<file path="src/sv/cel_pkg.sv">
// ----------------------------------------------------------------------------
// cel_pkg
// Shared constants and types for the cross-entropy loss forward block.
// ----------------------------------------------------------------------------
package cel_pkg;

  localparam int MAX_CLASSES_DEF   = 64;
  localparam int FRACTION_BITS_DEF = 24;

  localparam int PROB_W  = 25;
  localparam int CLASS_W = 6;
  localparam int LOSS_W  = 28;
  localparam int COUNT_W = 7;

  localparam logic [PROB_W-1:0] CLIP_LO  = 25'd2;
  localparam logic [PROB_W-1:0] CLIP_HI  = 25'd16777214;
  localparam logic [PROB_W-1:0] ONE_Q    = 25'd16777216;
  localparam logic [LOSS_W-1:0] LOSS_MAX = 28'hFFFFFFF;
  localparam logic [27:0]       LN2_Q28  = 28'd186065280;

  // configuration register indexes
  localparam logic [0:0] REG_LABEL_MODE  = 1'b0;
  localparam logic [0:0] REG_CLASS_COUNT = 1'b1;

  // log unit request/response
  typedef struct packed {
    logic              start;
    logic [PROB_W-1:0] x;
  } log_req_t;

  typedef struct packed {
    logic              done;
    logic [LOSS_W-1:0] loss;
  } log_rsp_t;

endpackage

</file>
<file path="src/sv/cel_log.sv">
// ----------------------------------------------------------------------------
// cel_log
// Iterative -ln(x): normalize, 30 squaring steps of one shared multiplier,
// then a ln2 scale and round.
// ----------------------------------------------------------------------------
module cel_log (
  input  logic               clk,
  input  logic               rst,
  input  cel_pkg::log_req_t  req,
  output cel_pkg::log_rsp_t  rsp
);

  typedef enum logic [4:0] {
    S_IDLE = 5'b00001,
    S_NORM = 5'b00010,
    S_SQR  = 5'b00100,
    S_SCL  = 5'b01000,
    S_RND  = 5'b10000
  } lstate_t;

  lstate_t      state;
  logic [24:0]  x;
  logic [4:0]   k;
  logic [30:0]  m;
  logic [29:0]  f;
  logic [4:0]   step;
  logic [35:0]  lval;
  logic [63:0]  prod;
  logic [61:0]  sq;
  logic [31:0]  sq_sh;
  logic [4:0]   top;
  logic [63:0]  rnd;
  logic         done;
  logic [cel_pkg::LOSS_W-1:0] loss_sat;

  assign rsp = '{done: done, loss: loss_sat};

  // leading one of x (x nonzero)
  always_comb begin
    top = '0;
    for (int i = 0; i < 25; i++) begin
      if (x[i]) top = 5'(i);
    end
  end

  assign sq    = 62'(m) * 62'(m);
  assign sq_sh = sq[61:30];
  assign rnd   = prod + 64'(64'd1 << 33);

  always_ff @(posedge clk) begin
    if (rst) begin
      state <= S_IDLE;
      done  <= 1'b0;
    end else begin
      done <= 1'b0;
      case (state)
        S_IDLE: begin
          if (req.start) begin
            x     <= req.x;
            state <= S_NORM;
          end
        end
        S_NORM: begin
          k     <= top;
          m     <= 31'({6'd0, x} << (5'd30 - top));
          f     <= '0;
          step  <= 5'd29;
          state <= S_SQR;
        end
        // one squaring per cycle, one bit of log2(m)
        S_SQR: begin
          if (sq_sh[31]) begin
            m       <= sq_sh[31:1];
            f[step] <= 1'b1;
          end else begin
            m <= sq_sh[30:0];
          end
          if (step == 5'd0) state <= S_SCL;
          step <= step - 5'd1;
        end
        S_SCL: begin
          if (k > 5'd24) lval <= '0;
          else if (k == 5'd24) lval <= '0;
          else lval <= {6'(5'd24 - k), 30'd0} - 36'(f);
          state <= S_RND;
        end
        default: begin
          state <= S_IDLE;
        end
      endcase
      if (state == S_RND) begin
        done <= 1'b1;
      end
    end
  end

  // ln2 product registered while in S_RND
  always_ff @(posedge clk) begin
    if (state == S_RND) prod <= 64'(lval) * 64'(cel_pkg::LN2_Q28);
  end

  // prod valid the cycle done rises; round and saturate
  always_comb begin
    if (rnd[63:34] > 30'(cel_pkg::LOSS_MAX)) loss_sat = cel_pkg::LOSS_MAX;
    else loss_sat = rnd[61:34];
  end

endmodule

</file>
<file path="src/sv/crossentropy_loss_forward.sv">
// ----------------------------------------------------------------------------
// crossentropy_loss_forward
// Streaming categorical cross-entropy loss, forward direction.
// ----------------------------------------------------------------------------
// Input words carry one class probability (Q1.24) with a target weight and
// true class; a row ends after class_count words, clamped to 2..64. A word
// is taken when in_valid is high and the input is not stalled. After the
// final word of a row the log unit runs (start, normalize, 30 squarings on
// the shared multiplier, scale, ln2 multiply and round); the input stalls
// meanwhile. The loss word (Q4.24) and zero_confidence flag then sit in an
// output register until taken, and the input stalls while that result
// waits. A zero confidence skips the log: its result is valid the cycle
// after the final word. The config channel writes label_mode (index 0) and
// class_count (index 1); the user must write them only while idle, which
// the block does not enforce. Reset clears position, sum, busy and output
// valid; label_mode goes to 0 and class_count to 2. When out_stall is high
// the result holds and the input stays stalled until the result is taken.
// ----------------------------------------------------------------------------
module crossentropy_loss_forward (
  input  logic                         clk,
  input  logic                         rst,
  input  logic                         in_valid,
  output logic                         in_stall,
  input  logic [cel_pkg::PROB_W-1:0]   probability,
  input  logic [cel_pkg::PROB_W-1:0]   target_weight,
  input  logic [cel_pkg::CLASS_W-1:0]  true_class,
  output logic                         out_valid,
  input  logic                         out_stall,
  output logic [cel_pkg::LOSS_W-1:0]   loss,
  output logic                         zero_confidence,
  input  logic                         cfg_valid,
  output logic                         cfg_ready,
  input  logic                         cfg_index,
  input  logic [cel_pkg::COUNT_W-1:0]  cfg_data
);

  localparam int MAX_CLASSES = cel_pkg::MAX_CLASSES_DEF;
  localparam int FB          = cel_pkg::FRACTION_BITS_DEF;

  logic                        label_mode;
  logic [cel_pkg::COUNT_W-1:0] class_count;
  logic [cel_pkg::CLASS_W-1:0] class_position;
  logic [cel_pkg::PROB_W-1:0]  confidence_sum;
  logic                        busy;
  logic [cel_pkg::PROB_W-1:0]  pclip;
  logic [49:0]                 wprod;
  logic [25:0]                 term;
  logic [25:0]                 sum_add;
  logic [cel_pkg::PROB_W-1:0]  sum_next;
  logic [cel_pkg::COUNT_W-1:0] count_eff;
  logic                        row_end;
  logic                        in_acc;
  cel_pkg::log_req_t           lreq;
  cel_pkg::log_rsp_t           lrsp;

  assign cfg_ready = 1'b1;
  assign in_stall  = busy || (out_valid && out_stall);
  assign in_acc    = in_valid && !in_stall;

  // clip, effective count
  always_comb begin
    pclip = probability;
    if (pclip < cel_pkg::CLIP_LO) pclip = cel_pkg::CLIP_LO;
    if (pclip > cel_pkg::CLIP_HI) pclip = cel_pkg::CLIP_HI;
    count_eff = class_count;
    if (count_eff < 7'd2) count_eff = 7'd2;
    if (count_eff > 7'(MAX_CLASSES)) count_eff = 7'(MAX_CLASSES);
  end

  // confidence update
  assign wprod   = 50'(pclip) * 50'(target_weight);
  assign term    = 26'((wprod + 50'(50'd1 << (FB - 1))) >> FB);
  assign sum_add = 26'(confidence_sum) + term;
  always_comb begin
    sum_next = confidence_sum;
    if (!label_mode) begin
      if (class_position == true_class) sum_next = pclip;
    end else begin
      sum_next = (sum_add > 26'(cel_pkg::ONE_Q)) ? cel_pkg::ONE_Q : sum_add[24:0];
    end
  end
  assign row_end = (7'(class_position) + 7'd1) >= count_eff;

  assign lreq = '{start: in_acc && row_end && (sum_next != '0), x: sum_next};

  cel_log u_log (
    .clk (clk),
    .rst (rst),
    .req (lreq),
    .rsp (lrsp)
  );

  always_ff @(posedge clk) begin
    if (rst) begin
      label_mode     <= 1'b0;
      class_count    <= 7'd2;
      class_position <= '0;
      confidence_sum <= '0;
      busy           <= 1'b0;
      out_valid      <= 1'b0;
    end else begin
      if (cfg_valid && cfg_index == cel_pkg::REG_LABEL_MODE) label_mode <= cfg_data[0];
      if (cfg_valid && cfg_index == cel_pkg::REG_CLASS_COUNT) class_count <= cfg_data;
      if (out_valid && !out_stall) out_valid <= 1'b0;
      if (in_acc) begin
        if (row_end) begin
          class_position <= '0;
          confidence_sum <= '0;
          if (sum_next == '0) begin
            out_valid       <= 1'b1;
            loss            <= cel_pkg::LOSS_MAX;
            zero_confidence <= 1'b1;
          end else begin
            busy <= 1'b1;
          end
        end else begin
          class_position <= class_position + 6'd1;
          confidence_sum <= sum_next;
        end
      end
      if (lrsp.done) begin
        busy            <= 1'b0;
        out_valid       <= 1'b1;
        loss            <= lrsp.loss;
        zero_confidence <= 1'b0;
      end
    end
  end

  // no input taken while the log unit runs
  a_busy_stall: assert property (@(posedge clk) disable iff (rst) busy |-> in_stall)
    else $error("input accepted during log");
  // a log result never lands on an untaken result
  a_no_overrun: assert property (@(posedge clk) disable iff (rst)
    lrsp.done |-> !out_valid) else $error("result overrun");
  // position stays below MAX_CLASSES
  a_pos: assert property (@(posedge clk) disable iff (rst)
    7'(class_position) < 7'(MAX_CLASSES)) else $error("position out of range");

endmodule

</file>
<file path="config.mk">
export PLATFORM = sky130hd
export DESIGN_NAME = crossentropy_loss_forward
export DESIGN_NICKNAME = d
export VERILOG_FILES = /design/src/sv/cel_pkg.sv /design/src/sv/cel_log.sv /design/src/sv/crossentropy_loss_forward.sv
export SDC_FILE = /design/constraint.sdc
export NUM_CORES = 2
export LEC_CHECK = 0
export BUFFER_PORTS_ARGS = -buffer_cell sky130_fd_sc_hd__buf_2
export CAP_MARGIN = 20
export CORE_UTILIZATION = 35
export CTS_BUF_LIST = sky130_fd_sc_hd__clkbuf_4
export DETAILED_ROUTE_END_ITERATION = 10
export PLACE_DENSITY = 0.49
export RECOVER_POWER = 100
export SLEW_MARGIN = 10
export SYNTH_ARGS = -nofsm -noshare
export SYNTH_HDL_FRONTEND = slang
export SYNTH_SLANG_ARGS = --single-unit
</file>
<file path="constraint.sdc">
create_clock -name clk -period 14.3 [get_ports clk]
set_clock_uncertainty 0.1 [all_clocks]
set_input_delay 0.715 -clock clk [delete_from_list [all_inputs] [get_ports clk]]
set_output_delay 0.715 -clock clk [all_outputs]
set_load 0.1 [all_outputs]
</file>
==> reports/metrics.cfg <==
[global_route]
grt_overflow = 0
grt_pass1_wl_microns = 313500
gr-usage-all-layers = 0.1950
grt_max_degree = 58
grt_pass1_vias = 55140
antenna_found_initial = 4

[cts]
root_buffer = clkbuf_4
cts_max_path_buffers = 3
h-tree-depth = 3
post_cts_buffers = 0
ctsHoldBuffers = 0
tritoncts = built
clk_pin_slew_ns = 0.07
numClockSinks = 239
clock_latency_ns = 0.78
cts_resized = 0
cts_buffers = 68

[placed_design]
portBuffers = 99
post-place-ws_ns = 0.5738
finalWeightedCongestion = 0.8658
place_area_sq_um = 75180
placed_cells_incl_taps = 10113
dpl.hpwl_microns = 156500

[setup_path]
path_common_cell = fa_1
r2r_cells = 29
ff2ff_setup_slack_ns = 2.16
critPathLaunch = probability[1]
worst-path-buf-inv = 9
arrival_ns = 13.43
crit_family = adder cells
required_ns = 14.63
regToRegEndpoint = u_log.f[9]$_SDFFCE_PN0P_
crit_path_max_incr_delay_ns = 0.59
timing.rr.start = u_log.m[15]$_DFFE_PP_
crit_type = in2reg
cp-start-kind = input port
crit_slowest_cell = nand2b_1
worstPathMaxFanout = 29
endpoint_kind = flop

[sta]
rsz0062_at_grt = no
drv_slew = 268
fmax_ghz = 0.07632
period_minus_slack_ns = 13.10
finalHoldViolations = 0
timing.final.crit_share = 0.9163
tightest_slew_ns = 2.842
setup_viol = 0
max_slew_margin = -0.8944
setup-tns-final_ns = 0
fin_ws_ns = 1.197

[cells_and_area]
fillers = 20570
nets = 9887
final_area_sq_um = 76020
syn2layout_area_growth_pct = 6.429
finalNonFillerCells = 10241
final_common_cell = inv_1
drive_above_1_share = 0.04627
layout_common_cells = inv_1 (1922), fa_1 (1524), ha_1 (781), nand2_1 (701), and2_1 (478)

[routing]
wire_per_inst_microns = 18.95
firstDrtPassIters = 5
wirelength_microns = 194100
drcViolationCount = 0
drt-initial-drc-count = 2671
viasPerCell = 4.866
ant_nets = 0
dr_total_vias = 49829

[hold_path]
hold_end = class_count[1]$_SDFFE_PP1P_
worstHoldStart = cfg_data[1]
hp-class = in2reg
hold_depth = 3

[logic_synthesis]
synthCells = 7486
synthFlopType = edfxtp_1
netlist_area_sq_um = 71430
ys_top_cells_by_area = fa_1 (43%), ha_1 (14%), inv_1 (10%)
synth_seq_area_share = 0.09389
synth_warnings = 0
synth-async-reset-ratio = 0
synth_edf_count = 192
synth_top_cell_by_area = fa_1
postSynthAreaPerCell_sq_um = 9.541
synth_seq_cells = 239
ys_types = 94
yosysTopAreaCellShare = 0.4271

[floorplan]
die_w_microns = 453.7
die_area_sq_um = 205900
std_cell_rows = 165
coreArea_sq_um = 202500
pin_count = 101
fp.dieH_microns = 453.7
initial_core_util = 0.3527

[job]
cap_violations = 7

[run_status]
failed_checks = capacitance limit, slew limit
outcome = finished, violations left

-- sequential cells by signal (all words and copies together) (netlist names), 6 cells and up --
signal / count
class_count: 7
class_position: 6
confidence_sum: 25
loss: 28
u_log.f: 30
u_log.lval: 36
u_log.m: 31
u_log.prod: 31
u_log.x: 25
-- layer usage --
layer / global-route usage / part of all wire / vias to the layer above
li1: - / - / 22906
met5: 0 / 0 / -
met1: 0.2688 / 0.45 / 25842
met3: 0.01421 / 0.037 / 154
met2: 0.3379 / 0.50 / 927
met4: 0.03331 / 0.015 / 0
-- synth_stat cells, types with 52 or more instances --
library cell,instances
inv_1,1922
fa_1,1524
ha_1,781
nand2_1,701
and2_1,483
clkbuf_1,258
nor2_1,251
edfxtp_1,192
a21oi_1,181
xnor2_1,107
o21ai_0,88
a21o_1,86
xor2_1,84
mux2i_1,81
nand3_1,55
nor3_1,55
nand2b_1,52
-- final cells by class --
type	instances	area [sq um]	area share
diodes	4	10.01	0.0001317
clock buffers	96	720.7	0.009481
clock inverters	26	225.2	0.002963
inverters	1931	7248	0.09535
multi-input cells	5064	56490	0.7431
flip-flops and latches	239	6706	0.08822
well taps	2672	3343	0.04398
repair buffers	209	1277	0.01680
-- through the flow --
stage                       util  hold WS [ns]
after floorplan                -        0.3321
after global placement    0.3710        0.3504
after detailed placement  0.3712        0.3605
after CTS                 0.3759      0.003792
after global routing      0.3754       0.03090
final                     0.3754       0.09048
-- worst max path at each step --
stage | slack, ns | endpoint | cells after the start
final | 1.20 | loss[2]$_SDFFCE_PN1P_ | 44
after floorplan | 0.25 | u_log.x[0]$_DFFE_PP_ | 44
after detailed placement | 0.57 | loss[12]$_SDFFCE_PN1P_ | 43
after global placement | 0.64 | loss[9]$_SDFFCE_PN1P_ | 44
after CTS | 1.40 | loss[26]$_SDFFCE_PN1P_ | 43
after global routing | 0.49 | loss[26]$_SDFFCE_PN1P_ | 44
-- kinds of logic after synthesis --
family	share of synthesized area
adders and majority gates	0.5640
xor gates and xnor gates	0.02403
and+or+nand+nor	0.1229
muxes	0.01766
other	0.0001051
AOI/OAI and AO/OA	0.06080
buffers and inverters	0.1166
DFF	0.09389
-- worst min-delay path: stages --
cell	delay [ns]
buf_2	0.08
nand3_1	0.06
nand3_1	0.07
Power is not shown: default switching activity piles up to over one toggle a cycle in this logic, so the estimate is an artifact.
